### src/rtl/wavhp_pkg.sv
// Shared types and constants for the WAVE header parser.
package wavhp_pkg;

    localparam int HEADER_BYTES = 256;
    localparam int POS_W        = $clog2(HEADER_BYTES + 1);
    localparam int OFFSET_W     = 9;

    localparam logic [31:0] TAG_RIFF = 32'h5249_4646;
    localparam logic [31:0] TAG_WAVE = 32'h5741_5645;
    localparam logic [31:0] TAG_FMT  = 32'h666D_7420;
    localparam logic [31:0] TAG_DATA = 32'h6461_7461;

    localparam logic [31:0] FMT_PCM_SIZE = 32'h0000_0010;
    localparam logic [15:0] FMT_TAG_PCM  = 16'h0001;
    localparam logic [15:0] PCM_BITS     = 16'h0010;
    localparam logic [15:0] EXT_NONE     = 16'h0000;

    // Header layout: data tag without extension, extension size plus fact chunk header, chunk header.
    localparam int DATA_TAG_BASE = 36;
    localparam int FACT_HDR      = 10;
    localparam int CHUNK_HDR     = 8;
    localparam int FACT_LEN_MAX  = HEADER_BYTES - DATA_TAG_BASE - FACT_HDR - CHUNK_HDR;

    // Offsets of the last byte of each header field.
    localparam logic [POS_W-1:0] OFS_RIFF_TAG   = POS_W'(3);
    localparam logic [POS_W-1:0] OFS_RIFF_SIZE  = POS_W'(7);
    localparam logic [POS_W-1:0] OFS_WAVE_TAG   = POS_W'(11);
    localparam logic [POS_W-1:0] OFS_FMT_TAG    = POS_W'(15);
    localparam logic [POS_W-1:0] OFS_FMT_SIZE   = POS_W'(19);
    localparam logic [POS_W-1:0] OFS_FMT_CODE   = POS_W'(21);
    localparam logic [POS_W-1:0] OFS_CHANNELS   = POS_W'(23);
    localparam logic [POS_W-1:0] OFS_RATE       = POS_W'(27);
    localparam logic [POS_W-1:0] OFS_BYTE_RATE  = POS_W'(31);
    localparam logic [POS_W-1:0] OFS_ALIGN      = POS_W'(33);
    localparam logic [POS_W-1:0] OFS_BITS       = POS_W'(35);
    localparam logic [POS_W-1:0] OFS_EXT_SIZE   = POS_W'(37);
    localparam logic [POS_W-1:0] OFS_FACT_LEN   = POS_W'(45);

    typedef enum logic [3:0] {
        ST_OK        = 4'd0,
        ST_NO_RIFF   = 4'd1,
        ST_NO_WAVE   = 4'd2,
        ST_NO_FMT    = 4'd3,
        ST_NOT_PCM   = 4'd4,
        ST_NOT_16BIT = 4'd5,
        ST_EXT_SET   = 4'd6,
        ST_NO_DATA   = 4'd7,
        ST_TRUNC     = 4'd8
    } status_t;

    typedef struct packed {
        logic [7:0] header_byte;
        logic       first_byte;
        logic       last_byte;
    } wav_in_t;

    typedef struct packed {
        status_t             status;
        logic [15:0]         num_channels;
        logic [31:0]         samples_per_sec;
        logic [31:0]         byte_rate;
        logic [15:0]         block_align;
        logic [15:0]         sample_bits;
        logic [31:0]         riff_size;
        logic [31:0]         payload_size;
        logic [OFFSET_W-1:0] payload_offset;
    } wav_out_t;

    function automatic logic [31:0] le32(input logic [31:0] w);
        return {w[7:0], w[15:8], w[23:16], w[31:24]};
    endfunction

    function automatic logic [15:0] le16(input logic [31:0] w);
        return {w[7:0], w[15:8]};
    endfunction

endpackage

### src/rtl/wavhp_core.sv
// Per-byte parse step: header state registers and verdict logic.
module wavhp_core (
    input  logic               aclk,
    input  logic               aresetn,
    input  logic               step_en,
    input  wavhp_pkg::wav_in_t item,
    output logic               emit,
    output wavhp_pkg::wav_out_t result
);

    logic [wavhp_pkg::POS_W-1:0] pos_reg, pos_next;
    logic [31:0]                 win_reg, win_next;
    logic                        ext_reg, ext_next;
    logic [wavhp_pkg::POS_W-1:0] dtp_reg, dtp_next;
    logic                        verdict_reg, verdict_next;
    logic [31:0]                 riff_size_reg, riff_size_next;
    logic [31:0]                 rate_reg, rate_next;
    logic [31:0]                 byte_rate_reg, byte_rate_next;
    logic [31:0]                 psize_reg, psize_next;
    logic [15:0]                 chan_reg, chan_next;
    logic [15:0]                 align_reg, align_next;
    logic [15:0]                 bits_reg, bits_next;

    logic [wavhp_pkg::POS_W-1:0] p;
    logic [wavhp_pkg::POS_W:0]   p_wide;
    logic [wavhp_pkg::POS_W:0]   dtp_tag_end;
    logic [wavhp_pkg::POS_W:0]   dtp_size_end;
    logic [wavhp_pkg::POS_W:0]   ofs_sum;
    logic [31:0]                 w;
    logic                        ext_c;
    logic [wavhp_pkg::POS_W-1:0] dtp_c;
    logic                        active;
    logic                        data_zone;
    logic                        fact_too_long;
    wavhp_pkg::status_t          status;

    always_comb begin
        // Restart values apply on the first byte of a header.
        p      = item.first_byte ? '0 : pos_reg;
        w      = item.first_byte ? {24'd0, item.header_byte}
                                 : {win_reg[23:0], item.header_byte};
        ext_c  = item.first_byte ? 1'b0 : ext_reg;
        dtp_c  = item.first_byte ? wavhp_pkg::POS_W'(wavhp_pkg::DATA_TAG_BASE) : dtp_reg;
        active = step_en && (item.first_byte || !verdict_reg);

        p_wide       = {1'b0, p};
        dtp_tag_end  = {1'b0, dtp_c} + (wavhp_pkg::POS_W+1)'(3);
        dtp_size_end = {1'b0, dtp_c} + (wavhp_pkg::POS_W+1)'(7);
        data_zone    = !ext_c || (p > wavhp_pkg::OFS_FACT_LEN);
        fact_too_long = wavhp_pkg::le32(w) > 32'(wavhp_pkg::FACT_LEN_MAX);

        pos_next       = pos_reg;
        win_next       = win_reg;
        ext_next       = ext_reg;
        dtp_next       = dtp_reg;
        verdict_next   = verdict_reg;
        riff_size_next = riff_size_reg;
        rate_next      = rate_reg;
        byte_rate_next = byte_rate_reg;
        psize_next     = psize_reg;
        chan_next      = chan_reg;
        align_next     = align_reg;
        bits_next      = bits_reg;
        emit           = 1'b0;
        status         = wavhp_pkg::ST_OK;

        if (active) begin
            if (item.first_byte) begin
                riff_size_next = '0;
                rate_next      = '0;
                byte_rate_next = '0;
                psize_next     = '0;
                chan_next      = '0;
                align_next     = '0;
                bits_next      = '0;
            end
            win_next = w;
            ext_next = ext_c;
            dtp_next = dtp_c;
            pos_next = (p < wavhp_pkg::POS_W'(wavhp_pkg::HEADER_BYTES)) ? p + 1'b1 : p;

            // Capture fields as their last byte arrives.
            if (p == wavhp_pkg::OFS_RIFF_SIZE)  riff_size_next = wavhp_pkg::le32(w);
            if (p == wavhp_pkg::OFS_CHANNELS)   chan_next      = wavhp_pkg::le16(w);
            if (p == wavhp_pkg::OFS_RATE)       rate_next      = wavhp_pkg::le32(w);
            if (p == wavhp_pkg::OFS_BYTE_RATE)  byte_rate_next = wavhp_pkg::le32(w);
            if (p == wavhp_pkg::OFS_ALIGN)      align_next     = wavhp_pkg::le16(w);
            if (p == wavhp_pkg::OFS_BITS)       bits_next      = wavhp_pkg::le16(w);
            if (p == wavhp_pkg::OFS_FMT_SIZE)
                ext_next = wavhp_pkg::le32(w) != wavhp_pkg::FMT_PCM_SIZE;
            if (ext_c && p == wavhp_pkg::OFS_FACT_LEN && !fact_too_long)
                dtp_next = wavhp_pkg::POS_W'(wavhp_pkg::DATA_TAG_BASE + wavhp_pkg::FACT_HDR)
                         + wavhp_pkg::POS_W'(wavhp_pkg::le32(w));
            if (data_zone && p_wide == dtp_size_end)
                psize_next = wavhp_pkg::le32(w);

            // Verdict, first failing check wins.
            emit = 1'b1;
            if (p == wavhp_pkg::OFS_RIFF_TAG && w != wavhp_pkg::TAG_RIFF)
                status = wavhp_pkg::ST_NO_RIFF;
            else if (p == wavhp_pkg::OFS_WAVE_TAG && w != wavhp_pkg::TAG_WAVE)
                status = wavhp_pkg::ST_NO_WAVE;
            else if (p == wavhp_pkg::OFS_FMT_TAG && w != wavhp_pkg::TAG_FMT)
                status = wavhp_pkg::ST_NO_FMT;
            else if (p == wavhp_pkg::OFS_FMT_CODE && wavhp_pkg::le16(w) != wavhp_pkg::FMT_TAG_PCM)
                status = wavhp_pkg::ST_NOT_PCM;
            else if (p == wavhp_pkg::OFS_BITS && wavhp_pkg::le16(w) != wavhp_pkg::PCM_BITS)
                status = wavhp_pkg::ST_NOT_16BIT;
            else if (ext_c && p == wavhp_pkg::OFS_EXT_SIZE && w[15:0] != wavhp_pkg::EXT_NONE)
                status = wavhp_pkg::ST_EXT_SET;
            else if (ext_c && p == wavhp_pkg::OFS_FACT_LEN && fact_too_long)
                status = wavhp_pkg::ST_TRUNC;
            else if (data_zone && p_wide == dtp_tag_end && w != wavhp_pkg::TAG_DATA)
                status = wavhp_pkg::ST_NO_DATA;
            else if (data_zone && p_wide == dtp_size_end)
                status = wavhp_pkg::ST_OK;
            else if (item.last_byte)
                status = wavhp_pkg::ST_TRUNC;
            else
                emit = 1'b0;
            verdict_next = emit;
        end
    end

    always_comb begin
        ofs_sum = {1'b0, dtp_c} + (wavhp_pkg::POS_W+1)'(wavhp_pkg::CHUNK_HDR);
        result.status          = status;
        result.num_channels    = chan_next;
        result.samples_per_sec = rate_next;
        result.byte_rate       = byte_rate_next;
        result.block_align     = align_next;
        result.sample_bits     = bits_next;
        result.riff_size       = riff_size_next;
        result.payload_size    = (status == wavhp_pkg::ST_OK) ? psize_next : '0;
        result.payload_offset  = (status == wavhp_pkg::ST_OK)
                               ? wavhp_pkg::OFFSET_W'(ofs_sum) : '0;
    end

    always_ff @(posedge aclk) begin
        if (!aresetn) begin
            pos_reg     <= '0;
            win_reg     <= '0;
            ext_reg     <= 1'b0;
            dtp_reg     <= wavhp_pkg::POS_W'(wavhp_pkg::DATA_TAG_BASE);
            verdict_reg <= 1'b1;
        end else begin
            pos_reg     <= pos_next;
            win_reg     <= win_next;
            ext_reg     <= ext_next;
            dtp_reg     <= dtp_next;
            verdict_reg <= verdict_next;
        end
    end

    always_ff @(posedge aclk) begin
        riff_size_reg <= riff_size_next;
        rate_reg      <= rate_next;
        byte_rate_reg <= byte_rate_next;
        psize_reg     <= psize_next;
        chan_reg      <= chan_next;
        align_reg     <= align_next;
        bits_reg      <= bits_next;
    end

endmodule

### src/rtl/wav_header_parser.sv
// Top level of the RIFF/WAVE PCM header parser: input and result registers.
//
// Feed the header one byte per transaction on the s_ channel, in file order.
// Set first_byte on offset 0 of each header to restart parsing, and set
// last_byte on the final byte available. The parser returns exactly one
// verdict transaction per header on the m_ channel: status, the fmt fields
// captured so far, and for a good header the data size and payload offset.
// Bytes that arrive after the verdict, or before any first byte, produce
// nothing.
//
// Each byte accepted into the input register is parsed as it advances, and
// its verdict (if it causes one) is loaded into the result register behind m_valid.
// Throughput is one byte per cycle while no verdict is held back: each byte
// passes once through the parse step between the two registers.
//
// Reset (aresetn low, synchronous) empties both registers and leaves the
// parser idle until a byte with first_byte arrives. When the receiver
// stalls, hold the pending verdict in the result register and the next byte
// in the input register; s_ready drops while both are full and advances
// again in the cycle the verdict is taken.
module wav_header_parser (
    input  logic                aclk,
    input  logic                aresetn,
    input  logic                s_valid,
    output logic                s_ready,
    input  wavhp_pkg::wav_in_t  s_item,
    output logic                m_valid,
    input  logic                m_ready,
    output wavhp_pkg::wav_out_t m_item
);

    logic                in_valid_reg, in_valid_next;
    wavhp_pkg::wav_in_t  in_item_reg;
    logic                out_valid_reg, out_valid_next;
    wavhp_pkg::wav_out_t out_item_reg;
    logic                advance;
    logic                step_emit;
    wavhp_pkg::wav_out_t step_result;

    // Advance the held byte when the result register is free or being drained.
    assign advance = in_valid_reg && (!out_valid_reg || m_ready);
    assign s_ready = !in_valid_reg || advance;

    wavhp_core u_core (
        .aclk    (aclk),
        .aresetn (aresetn),
        .step_en (advance),
        .item    (in_item_reg),
        .emit    (step_emit),
        .result  (step_result)
    );

    always_comb begin
        in_valid_next = in_valid_reg;
        if (s_valid && s_ready)
            in_valid_next = 1'b1;
        else if (advance)
            in_valid_next = 1'b0;

        out_valid_next = out_valid_reg;
        if (advance && step_emit)
            out_valid_next = 1'b1;
        else if (m_ready)
            out_valid_next = 1'b0;
    end

    always_ff @(posedge aclk) begin
        if (!aresetn) begin
            in_valid_reg  <= 1'b0;
            out_valid_reg <= 1'b0;
        end else begin
            in_valid_reg  <= in_valid_next;
            out_valid_reg <= out_valid_next;
        end
    end

    // Payload registers: load on transaction, hold otherwise.
    always_ff @(posedge aclk) begin
        if (s_valid && s_ready)
            in_item_reg <= s_item;
        if (advance && step_emit)
            out_item_reg <= step_result;
    end

    assign m_valid = out_valid_reg;
    assign m_item  = out_item_reg;

    a_stall_means_busy: assert property (@(posedge aclk) disable iff (!aresetn)
        !s_ready |-> in_valid_reg && out_valid_reg && !m_ready)
        else $error("input stalled without a held result");

    a_ok_offset_min: assert property (@(posedge aclk) disable iff (!aresetn)
        m_valid && m_item.status == wavhp_pkg::ST_OK |->
            m_item.payload_offset >= wavhp_pkg::OFFSET_W'(wavhp_pkg::DATA_TAG_BASE
                                                         + wavhp_pkg::CHUNK_HDR))
        else $error("good verdict with payload offset inside the fmt chunk");

    a_fail_zero_payload: assert property (@(posedge aclk) disable iff (!aresetn)
        m_valid && m_item.status != wavhp_pkg::ST_OK |->
            m_item.payload_size == '0 && m_item.payload_offset == '0)
        else $error("failed verdict carries payload information");

    a_status_range: assert property (@(posedge aclk) disable iff (!aresetn)
        m_valid |-> m_item.status <= wavhp_pkg::ST_TRUNC)
        else $error("verdict status out of range");

endmodule
### config.mk
export PLATFORM = sky130hd
export DESIGN_NAME = wav_header_parser
export DESIGN_NICKNAME = d
export VERILOG_FILES = /design/src/rtl/wavhp_pkg.sv /design/src/rtl/wavhp_core.sv /design/src/rtl/wav_header_parser.sv
export SDC_FILE = /design/constraint.sdc
export NUM_CORES = 1
export LEC_CHECK = 0
export BUFFER_PORTS_ARGS = -buffer_cell sky130_fd_sc_hd__buf_2
export CAP_MARGIN = 0
export CORE_ASPECT_RATIO = 2
export CORE_MARGIN = 5
export CORE_UTILIZATION = 40
export CTS_CLUSTER_DIAMETER = 50
export DETAILED_ROUTE_END_ITERATION = 12
export GPL_TIMING_DRIVEN = 0
export PLACE_DENSITY = 0.57
export SKIP_LAST_GASP = 1
export SYNTH_ARGS = -nofsm -noshare
export SYNTH_HDL_FRONTEND = slang
export SYNTH_HIERARCHICAL = 1
export SYNTH_SLANG_ARGS = --single-unit
### constraint.sdc
create_clock -name aclk -period 12.92 [get_ports aclk]
set_input_delay 0.646 -clock aclk [delete_from_list [all_inputs] [get_ports aclk]]
set_output_delay 0.646 -clock aclk [all_outputs]
set_load 0.01 [all_outputs]
==> flow_metrics.py, run 1 <==
metrics = {
    "yosys": {
        "ys_warn_count": 6,
        "synth_cells": 1355,
        "ys_async_sr_fraction_pct": 0,
        "synthesis.nets": 1374,
        "synth_edf_count": 199,
        "postSynthAreaPerCell_um2": 11.7,
        "syn_area_um2": 15900,
        "synth-seq-area-share_pct": 65.6,
        "synth_seq_cells": 421,
        "synth_cell_types": 72,
        "ys.flop_type": "dfxtp_1",
    },
    "outcome": {
        "status": "completed",
    },
    "global_route": {
        "grt_max_degree": 38,
        "antenna_found_initial": 0,
        "grt_pass1_vias": 11500,
        "track_usage_pct": 21.9,
        "grt-ovfl-total": 0,
        "grt_pass1_wl_um": 72300,
    },
    "clock_tree": {
        "cts_tree": "done",
        "cts_buffers": 39,
        "clk_latency_ps": 550,
        "postCtsHoldBufs": 0,
        "cts_htree_levels": 2,
        "cts_resized": 0,
        "postCtsSetupRepairBufs": 0,
        "cts.sinks": 421,
        "clk_pin_slew_ps": 60,
        "clock_path_buffers": 3,
        "cts_root_buffer": "clkbuf_16",
    },
    "sta": {
        "period_share_pct": 57.1,
        "rsz0062_at_grt": "false",
        "min_period_ps": 7370,
        "max_clock_freq_ghz": 0.136,
        "worst_pin_slew_ps": 1200,
        "final-max-slew-violation-count": 0,
        "relSlewSlack_pct": 20.3,
        "finalSetupTns_ps": 0,
        "setup-violations-final": 0,
        "hold_viol_final": 0,
        "finClkSkew_ps": 28.0,
    },
    "pwr": {
        "p_leak_nw": 7.24,
        "ir_drop_v": 0.0000951,
        "power.total_mw": 2.58,
        "p_per_area_nw_per_um2": 136,
    },
    "route": {
        "ant_nets": 0,
        "num_vias": 11800,
        "drc_errors": 0,
        "via_per_inst": 5.44,
        "wire_per_inst_um": 23.0,
        "routed_wl_um": 49600,
        "drt_pass1_iterations": 5,
        "dr.first_iter.drc_count": 877,
    },
    "final_layout": {
        "seq_area_um2": 10400,
        "final_common_cell": "dfxtp_1",
        "final_nets": 1626,
        "syn2layout_area_growth_pct": 19.3,
        "diodes": 0,
        "fillCellCount": 3677,
        "multiInputGateArea_um2": 4980,
        "drive_gt1_share_pct": 20.0,
        "regMostFlops": "m_item",
        "largest_reg_flops": 189,
        "final_cell_mix": "dfxtp_1 (222), buf_2 (206), edfxtp_1 (199)",
    },
    "placed_design": {
        "io_buffers": 204,
        "dp.final_hpwl_um": 35600,
        "globalplace.congestion": 0.930,
    },
    "worst_setup_path": {
        "required_ps": 13150,
        "path_class": "flip-flop to flip-flop",
        "worst_setup_path_end_kind": "flip-flop",
        "cp-start-kind": "flip-flop",
        "cp.arrival_ps": 7600,
        "critPathMaxFanout": 33,
    },
    "floorplanning": {
        "initial_core_util_pct": 40.3,
        "rows": 103,
        "die_y_um": 292,
        "core_um2": 39400,
        "io_pins": 205,
        "dieArea_um2": 44100,
        "die_x_um": 151,
    },
    "run": {
        "maxCapViolCount": 0,
    },
    "hold_path": {
        "min_path_type": "input port to flip-flop",
    },
}
[report_power, final]
group	internal, mW	switching (mW)
Combinational	0.0153	0.0585
Clock	0.612	0.502
Sequential	1.39	0.00430
Total	2.02	0.565
[cells by family after synthesis]
group	Yosys count	share of synthesized area [%]
DFF	421	65.6
and+or+nand+nor	407	13.1
AOI/OAI and AO/OA	359	15.6
buffers and inverters	126	3.18
xor gates and xnor gates	26	1.43
muxes	11	0.701
adders and majority gates	5	0.394
[cell type report]
class / instances / share of cell area [%]
buffer: 114 / 2.43
clock buffer: 46 / 5.39
multi-input combinational: 808 / 26.3
timing repair buffer: 211 / 6.18
sequential: 421 / 55.0
inverter: 12 / 0.238
tap: 525 / 3.47
clock inverter: 25 / 1.07
[stage by stage]
step / instance area (µm²) / instances / util (%) / hold WS (ps) / setup WS, ps
final: 19000 / 2162 / 48.1 / 287 / 5550
after floorplan: 15900 / 1355 / - / 427 / 651
after global placement: 17600 / 2084 / 44.6 / 448 / -5330
after global routing: 19000 / 2162 / 48.1 / 260 / 5120
after CTS: 19000 / 2162 / 48.1 / 260 / 5520
after detailed placement: 17700 / 2091 / 45.0 / 449 / 5550
[critical path: stages (launching register included)]
cell and delay [ps]:
edfxtp_1 380, clkbuf_1 480, buf_2 380, buf_2 320, clkbuf_1 640, clkbuf_1 610, clkbuf_1 580, nor2b_1 110
ha_1 220, clkbuf_1 200, nand4b_1 180, nor4b_1 110, mux2_2 310, o21ai_0 410, and4_1 280, nor2_1 80
a41oi_1 390, nand2_1 180, nor2_4 490, buf_16 250, buf_16 190, buf_12 220
[final timing paths]
kind                                startpoint                            to  slack, ps  cells past startpoint
hold / removal                       s_item[5]      in_item_reg[5]$_DFFE_PP_        290                      1
setup reg to reg      in_item_reg[1]$_DFFE_PP_          m_item[89]$_DFFE_PP_       5550                     21
hold reg to reg   u_core/psize_reg[10]$_DFF_P_  u_core/psize_reg[10]$_DFF_P_        460                      1
setup / recovery      in_item_reg[1]$_DFFE_PP_          m_item[89]$_DFFE_PP_       5550                     21
[metal layers]
| layer | vias up | share of wire [%] | GRT usage, % |
|---|---|---|---|
| met5 | - | 0 | 0 |
| met4 | 0 | 5.8 | 11.8 |
| met3 | 135 | 5.8 | 3.31 |
| met2 | 477 | 52 | 39.2 |
| met1 | 5649 | 37 | 24.6 |
| li1 | 5497 | - | - |
[synthesized netlist by cell type, drive strengths merged (3+ instances only)]
cell,number,area share [%]
dfxtp,222,28
edfxtp,199,38
nand2,172,4.1
clkbuf,107,2.5
o21ai,102,3.2
a22oi,91,4.3
nor2,72,1.8
a22o,64,3.5
a21oi,45,1.6
nor2b,35,1.8
nand3,20,0.63
xnor2,20,1.1
and3,18,0.71
nor3,16,0.57
nand4,12,0.47
nor4,12,0.47
inv,11,0.26
o211ai,11,0.52
mux2i,10,0.63
nand2b,8,0.38
nand3b,8,0.46
o2bb2ai,8,0.44
a21o,7,0.33
buf,7,0.37
and2,6,0.24
xor2,6,0.33
ha,5,0.39
nand4b,5,0.28
nor3b,5,0.24
a21boi,4,0.19
and4,4,0.22
a41oi,3,0.17
nor4b,3,0.17
o2111ai,3,0.17
or4b,3,0.21
(Power assumes the default switching activity.)
==> run 2: changes to the inputs <==
Settings changed: ABC_AREA set to 1, PLACE_DENSITY 0.57 to 0.55.
Clock period 12.92 ns to 7.3 ns, I/O delays scaled along.
==> flow_metrics.py, run 2 <==
metrics = {
    "outcome": {
        "status": "completed",
    },
    "final_layout": {
        "final_cell_mix": "inv_1 (282), nand2_1 (234), dfxtp_1 (222)",
        "final_common_cell": "inv_1",
        "diodes": 0,
        "regMostFlops": "m_item",
        "largest_reg_flops": 189,
        "drive_gt1_share_pct": 16.9,
        "final_nets": 1850,
        "stdcell_area_um2": 19000,
        "syn2layout_area_growth_pct": 20.9,
    },
    "global_route": {
        "grt-ovfl-total": 0,
        "antenna_found_initial": 0,
        "grt_max_degree": 35,
        "grt_pass1_vias": 12300,
        "track_usage_pct": 22.7,
        "grt_pass1_wl_um": 73900,
    },
    "yosys": {
        "postSynthAreaPerCell_um2": 10.0,
        "ys_warn_count": 6,
        "syn_area_um2": 15700,
        "synth_edf_count": 199,
        "synth.most_common_cell": "inv_1",
        "synth.area.top_cells": "edfxtp_1 (38%), dfxtp_1 (28%), inv_1 (6.7%), o22ai_1 (5.8%), nand2_1 (5.6%)",
        "synth_cells": 1572,
        "ys.flop_type": "dfxtp_1",
        "synth-seq-area-share_pct": 66.3,
        "synth_seq_cells": 421,
        "synth_area_leader_cell": "edfxtp_1",
        "synth_cell_types": 42,
        "yosysTopAreaCellShare_pct": 38.0,
        "synth_top_cells_by_count": "inv_1 (282), nand2_1 (234), dfxtp_1 (222)",
        "ys_async_sr_fraction_pct": 0,
        "synthesis.nets": 1591,
    },
    "worst_setup_path": {
        "required_ps": 7530,
        "cp_slowest_cell": "edfxtp_1",
        "path_class": "flip-flop to flip-flop",
        "worstPathCellList": "inv_4 > nand2_1 > inv_1 > ha_1 > nand4_1 > o21ai_0 > nand3_1 > nor2_1 > nand3_2 > buf_4 > buf_2 > nand2_1 > o21ai_0 > inv_1 > inv_1 > nor2_4 > buf_12 > buf_12 > buf_12",
        "cp.arrival_ps": 5030,
        "critPathMaxFanout": 31,
        "cp_top_family": "buffers and inverters",
        "crit_buf_inv": 9,
        "worst_setup_path_end_kind": "flip-flop",
        "cpPeakStageDelay_ps": 510,
        "cp-start-kind": "flip-flop",
    },
    "pwr": {
        "p_clk_share_pct": 43.4,
        "power.total_mw": 5.02,
        "p_per_area_nw_per_um2": 264,
        "netSwitchingPower_mw": 1.09,
        "pwr-share-comb_pct": 4.9,
        "seqPwrFrac_pct": 51.6,
        "ir_drop_v": 0.000244,
        "swShare_pct": 21.7,
        "p_leak_nw": 7.52,
        "internal_power_mw": 3.93,
    },
    "floorplanning": {
        "rows": 102,
        "die_y_um": 290,
        "initial_core_util_pct": 40.5,
        "io_pins": 205,
        "core_um2": 38800,
        "die_x_um": 150,
        "dieArea_um2": 43600,
    },
    "placed_design": {
        "globalplace.congestion": 0.952,
        "dp.final_hpwl_um": 37300,
        "placed_area_um2": 17500,
        "io_buffers": 204,
        "place_ws_ps": 2490,
    },
    "route": {
        "via_per_inst": 5.02,
        "routed_wl_um": 49700,
        "drc_errors": 0,
        "dr.first_iter.drc_count": 691,
        "drt_pass1_iterations": 5,
        "num_vias": 12000,
        "wire_per_inst_um": 20.9,
        "ant_nets": 0,
    },
    "sta": {
        "whs_ps": 24.0,
        "hold_viol_final": 0,
        "rsz0062_at_grt": "false",
        "worst_pin_slew_ps": 931,
        "setup-violations-final": 0,
        "min_period_ps": 4800,
        "setup_ws_ps": 2500,
        "period_share_pct": 65.7,
        "max_clock_freq_ghz": 0.208,
        "final-max-slew-violation-count": 0,
        "relSlewSlack_pct": 37.9,
        "finClkSkew_ps": 24.6,
        "finalSetupTns_ps": 0,
    },
    "clock_tree": {
        "cts_buffers": 40,
        "clk_latency_ps": 550,
        "cts_tree": "done",
        "cts.sinks": 421,
        "cts_resized": 0,
        "clk_pin_slew_ps": 70,
        "clock_path_buffers": 3,
        "cts_root_buffer": "clkbuf_16",
        "cts_htree_levels": 2,
    },
    "run": {
        "maxCapViolCount": 0,
    },
    "hold_path": {
        "min_path_type": "input port to flip-flop",
    },
}
run 2: cell types whose count changed after synthesis, moves of 23 or more:
cell | before | now
clkbuf_1 | 107 | 34
a22o_1 | 64 | 0
inv_1 | 11 | 282
o22ai_1 | 0 | 145
nor2b_2 | 23 | 0
nand3_1 | 20 | 69
nor2_1 | 65 | 158
a22oi_1 | 91 | 9
nand2_1 | 172 | 234
o21ai_0 | 97 | 22
run 2: layout make-up:
class                           count  area, µm²
Buffer                             63        308
Clock buffer                       63       1270
Clock inverter                     11        144
Fill cell                        3684      19800
Inverter                          291       1100
Multi-Input combinational cell    797       3900
Sequential cell                   421      10400
Tap cell                          520        651
Timing Repair Buffer              217       1210
run 2: through the flow:
step,utilization (%),instances
after floorplan,-,1572
after global placement,44.8,2296
after detailed placement,45.2,2302
after CTS,49.0,2383
after global routing,49.0,2383
final,49.0,2383
run 2: cells by family (layout without fill, tap and decap cells):
| kind of cell | Yosys count | after routing | synth area share, % |
|---|---|---|---|
| AOI/OAI and AO/OA | 273 | 273 | 10.4 |
| xor gates and xnor gates | 7 | 7 | 0.390 |
| adders and majority gates | 5 | 5 | 0.398 |
| buffers and inverters | 354 | 645 | 8.93 |
| DFF | 421 | 421 | 66.3 |
| and+or+nand+nor | 512 | 512 | 13.6 |
run 2: what timing repair did:
| item | 4_1_cts | 5_1_grt |
|---|---|---|
| setup buffers | 0 | 0 |
| endpoints found under the setup margin | 0 | 0 |
| endpoints found under the hold margin | 7 | 0 |
| hold buffers | 7 | 0 |
run 2: worst reg2reg max path, stage by stage (launching register included):
cell and delay [ps]:
edfxtp_1 510, inv_4 190, nand2_1 190, inv_1 260
ha_1 390, nand4_1 320, o21ai_0 260, nand3_1 140
nor2_1 140, nand3_2 180, buf_4 230, buf_2 200
nand2_1 80, o21ai_0 180, inv_1 130, inv_1 80
nor2_4 240, buf_12 250, buf_12 240, buf_12 250
run 2: worst paths after layout:
kind                                            startpoint                    endpoint  slack (ps)  depth (start not counted)
worst max-delay path              in_item_reg[1]$_DFFE_PP_       m_item[149]$_DFFE_PP_        2500                         19
worst min-delay path                             s_item[1]    in_item_reg[1]$_DFFE_PP_          20                          1
worst max register to register    in_item_reg[1]$_DFFE_PP_       m_item[149]$_DFFE_PP_        2500                         19
worst min register to register  u_core/chan_reg[8]$_DFF_P_  u_core/chan_reg[8]$_DFF_P_         470                          2
run 2: metal layers:
metal | global-route usage, % | vias up | wire length, µm | share of wire, %
li1 | - | 5750 | - | -
met1 | 22.3 | 5683 | 16600 | 33
met2 | 42.6 | 384 | 27200 | 55
met3 | 3.71 | 145 | 2250 | 4.5
met4 | 14.4 | 0 | 3660 | 7.4
met5 | 0 | - | 0 | 0
run 2: power by group through the flow:
stage	clock [mW]	combinational [mW]	sequential, mW
floorplan	0	0.157	2.64
global placement	0	0.238	2.64
detailed placement	0	0.245	2.64
CTS	2.24	0.249	2.59
global route	2.34	0.276	2.60
finish	2.18	0.247	2.59
==> run 3: changes to the inputs <==
Settings changed: ABC_AREA 1 to 0, PLACE_DENSITY 0.55 to 0.57.
Clock period 7.3 ns to 4.3 ns, I/O delays scaled along.
==> flow_metrics.py, run 3 (synthesis results as in run 1) <==
metrics = {
    "sta": {
        "min_period_ps": 4180,
        "rsz0062_at_grt": "true",
        "period_share_pct": 97.3,
        "hold_viol_final": 0,
        "setup-violations-final": 0,
        "max_clock_freq_ghz": 0.239,
        "finClkSkew_ps": 28.5,
        "finalSetupTns_ps": 0,
        "worst_pin_slew_ps": 1100,
        "setup_ws_ps": 117,
        "whs_ps": 19.0,
        "final-max-slew-violation-count": 0,
        "relSlewSlack_pct": 26.5,
    },
    "pwr": {
        "p_leak_nw": 7.82,
        "power.total_mw": 8.34,
        "p_per_area_nw_per_um2": 414,
        "ir_drop_v": 0.000270,
    },
    "worst_setup_path": {
        "critPathMaxFanout": 16,
        "cp-start-kind": "flip-flop",
        "path_class": "flip-flop to flip-flop",
        "cp.arrival_ps": 4440,
        "critPathLaunch": "in_item_reg[1]$_DFFE_PP_",
        "cpPeakStageDelay_ps": 410,
        "path_common_cell": "clkbuf_16",
        "required_ps": 4550,
        "worstPathCellList": "clkbuf_8 > buf_8 > clkbuf_16 > clkbuf_16 > clkbuf_16 > nor2b_4 > ha_4 > nand4b_1 > nor4b_4 > mux2_4 > o21ai_4 > and4_4 > nor2_2 > a41oi_4 > nand2_4 > nor2_4 > buf_12 > buf_12 > bufbuf_16",
        "cp_slowest_cell": "edfxtp_1",
        "worst_setup_path_end_kind": "flip-flop",
        "r2r_start": "in_item_reg[1]$_DFFE_PP_",
        "crit_buf_inv": 8,
        "cp_top_family": "buffers and inverters",
    },
    "route": {
        "drc_errors": 0,
        "via_per_inst": 5.49,
        "wire_per_inst_um": 23.6,
        "drt_pass1_iterations": 6,
        "routed_wl_um": 52300,
        "num_vias": 12200,
        "dr.first_iter.drc_count": 893,
        "ant_nets": 0,
    },
    "final_layout": {
        "multiInputGateArea_um2": 5090,
        "final_cell_mix": "dfxtp_1 (222), buf_2 (204), edfxtp_1 (199)",
        "fillCellCount": 3597,
        "largest_reg_flops": 189,
        "final_cell_count_no_fill": 2216,
        "fin_util_pct": 51.0,
        "regMostFlops": "m_item",
        "final_nets": 1679,
        "final_common_cell": "dfxtp_1",
        "stdcell_area_um2": 20100,
        "drive_gt1_share_pct": 23.8,
        "seq_area_um2": 10400,
        "syn2layout_area_growth_pct": 26.6,
        "diodes": 0,
    },
    "run": {
        "maxCapViolCount": 0,
    },
    "floorplanning": {
        "initial_core_util_pct": 40.3,
        "die_x_um": 151,
        "io_pins": 205,
        "die_y_um": 292,
        "core_um2": 39400,
        "dieArea_um2": 44100,
        "rows": 103,
    },
    "clock_tree": {
        "clock_path_buffers": 3,
        "cts_root_buffer": "clkbuf_16",
        "cts_buffers": 40,
        "cts.sinks": 421,
        "clk_pin_slew_ps": 70,
        "clk_latency_ps": 550,
        "cts_htree_levels": 2,
        "cts_tree": "done",
    },
    "placed_design": {
        "globalplace.congestion": 0.952,
        "placed_cells": 2091,
        "io_buffers": 204,
        "place_ws_ps": -1510,
        "placed_area_um2": 17800,
        "dp.final_hpwl_um": 35800,
    },
    "hold_path": {
        "min_path_type": "input port to flip-flop",
        "worstHoldStart": "m_ready",
    },
    "global_route": {
        "antenna_found_initial": 0,
        "grt_pass1_wl_um": 76700,
        "grt_pass1_vias": 12200,
        "grt-ovfl-total": 0,
        "track_usage_pct": 23.2,
        "grt_max_degree": 27,
    },
    "outcome": {
        "status": "completed",
    },
}
[run 3: cell count changes in the layout (fill, tap and decap cells not counted), moves of 63 or more]
cell and change:
a22o_1 +64, a22oi_1 +82, inv_1 -271, nand2_1 -63, nor2_1 -95, o21ai_0 +73
o22ai_1 -145
[run 3: final timing paths]
check                                     endpoint  slack, ps  cells after the start
setup / recovery             m_item[106]$_DFFE_PP_        120                     19
hold reg to reg   u_core/byte_rate_reg[25]$_DFF_P_        460                      2
hold / removal           in_valid_reg$_SDFFE_PN0P_         20                      3
setup reg to reg             m_item[106]$_DFFE_PP_        120                     19
[run 3: layer usage]
layer	vias to the layer above	wire [µm]	share of wire, %	GRT usage, %
met2	500	28300	54	43.7
met5	-	0	0	0
met3	125	2890	5.5	3.31
met4	0	2270	4.3	9.72
met1	5963	18800	36	25.5
li1	5580	-	-	-
[run 3: cell type report]
cell class	count	area share, %
timing repair buffer	265	9.42
tap	525	3.27
clock buffer	50	5.47
multi-input combinational	809	25.3
sequential	421	51.8
clock inverter	23	1.71
buffer	111	2.80
inverter	12	0.230
[run 3: where the power goes]
part           switching, mW  total [mW]  internal [mW]
clock network           1.60        3.88           2.28
logic                  0.186       0.264         0.0780
registers             0.0138        4.19           4.18
total                   1.80        8.34           6.54
[run 3: worst reg2reg max path, cell delays in order (launching register included)]
cell	delay, ps
edfxtp_1	410
clkbuf_8	160
buf_8	120
clkbuf_16	140
clkbuf_16	150
clkbuf_16	140
nor2b_4	120
ha_4	160
nand4b_1	180
nor4b_4	370
mux2_4	340
o21ai_4	190
and4_4	260
nor2_2	60
a41oi_4	310
nand2_4	100
nor2_4	130
buf_12	150
buf_12	120
bufbuf_16	290
[run 3: repair_timing]
action / 4_1_cts / 5_1_grt
endpoints found under the setup margin: 283 / 208
resized for setup: 39 / 17
pin swaps: 6 / 3
hold buffers: 12 / 0
cloned: 9 / 2
setup buffers: 32 / 1
endpoints found under the hold margin: 13 / 0
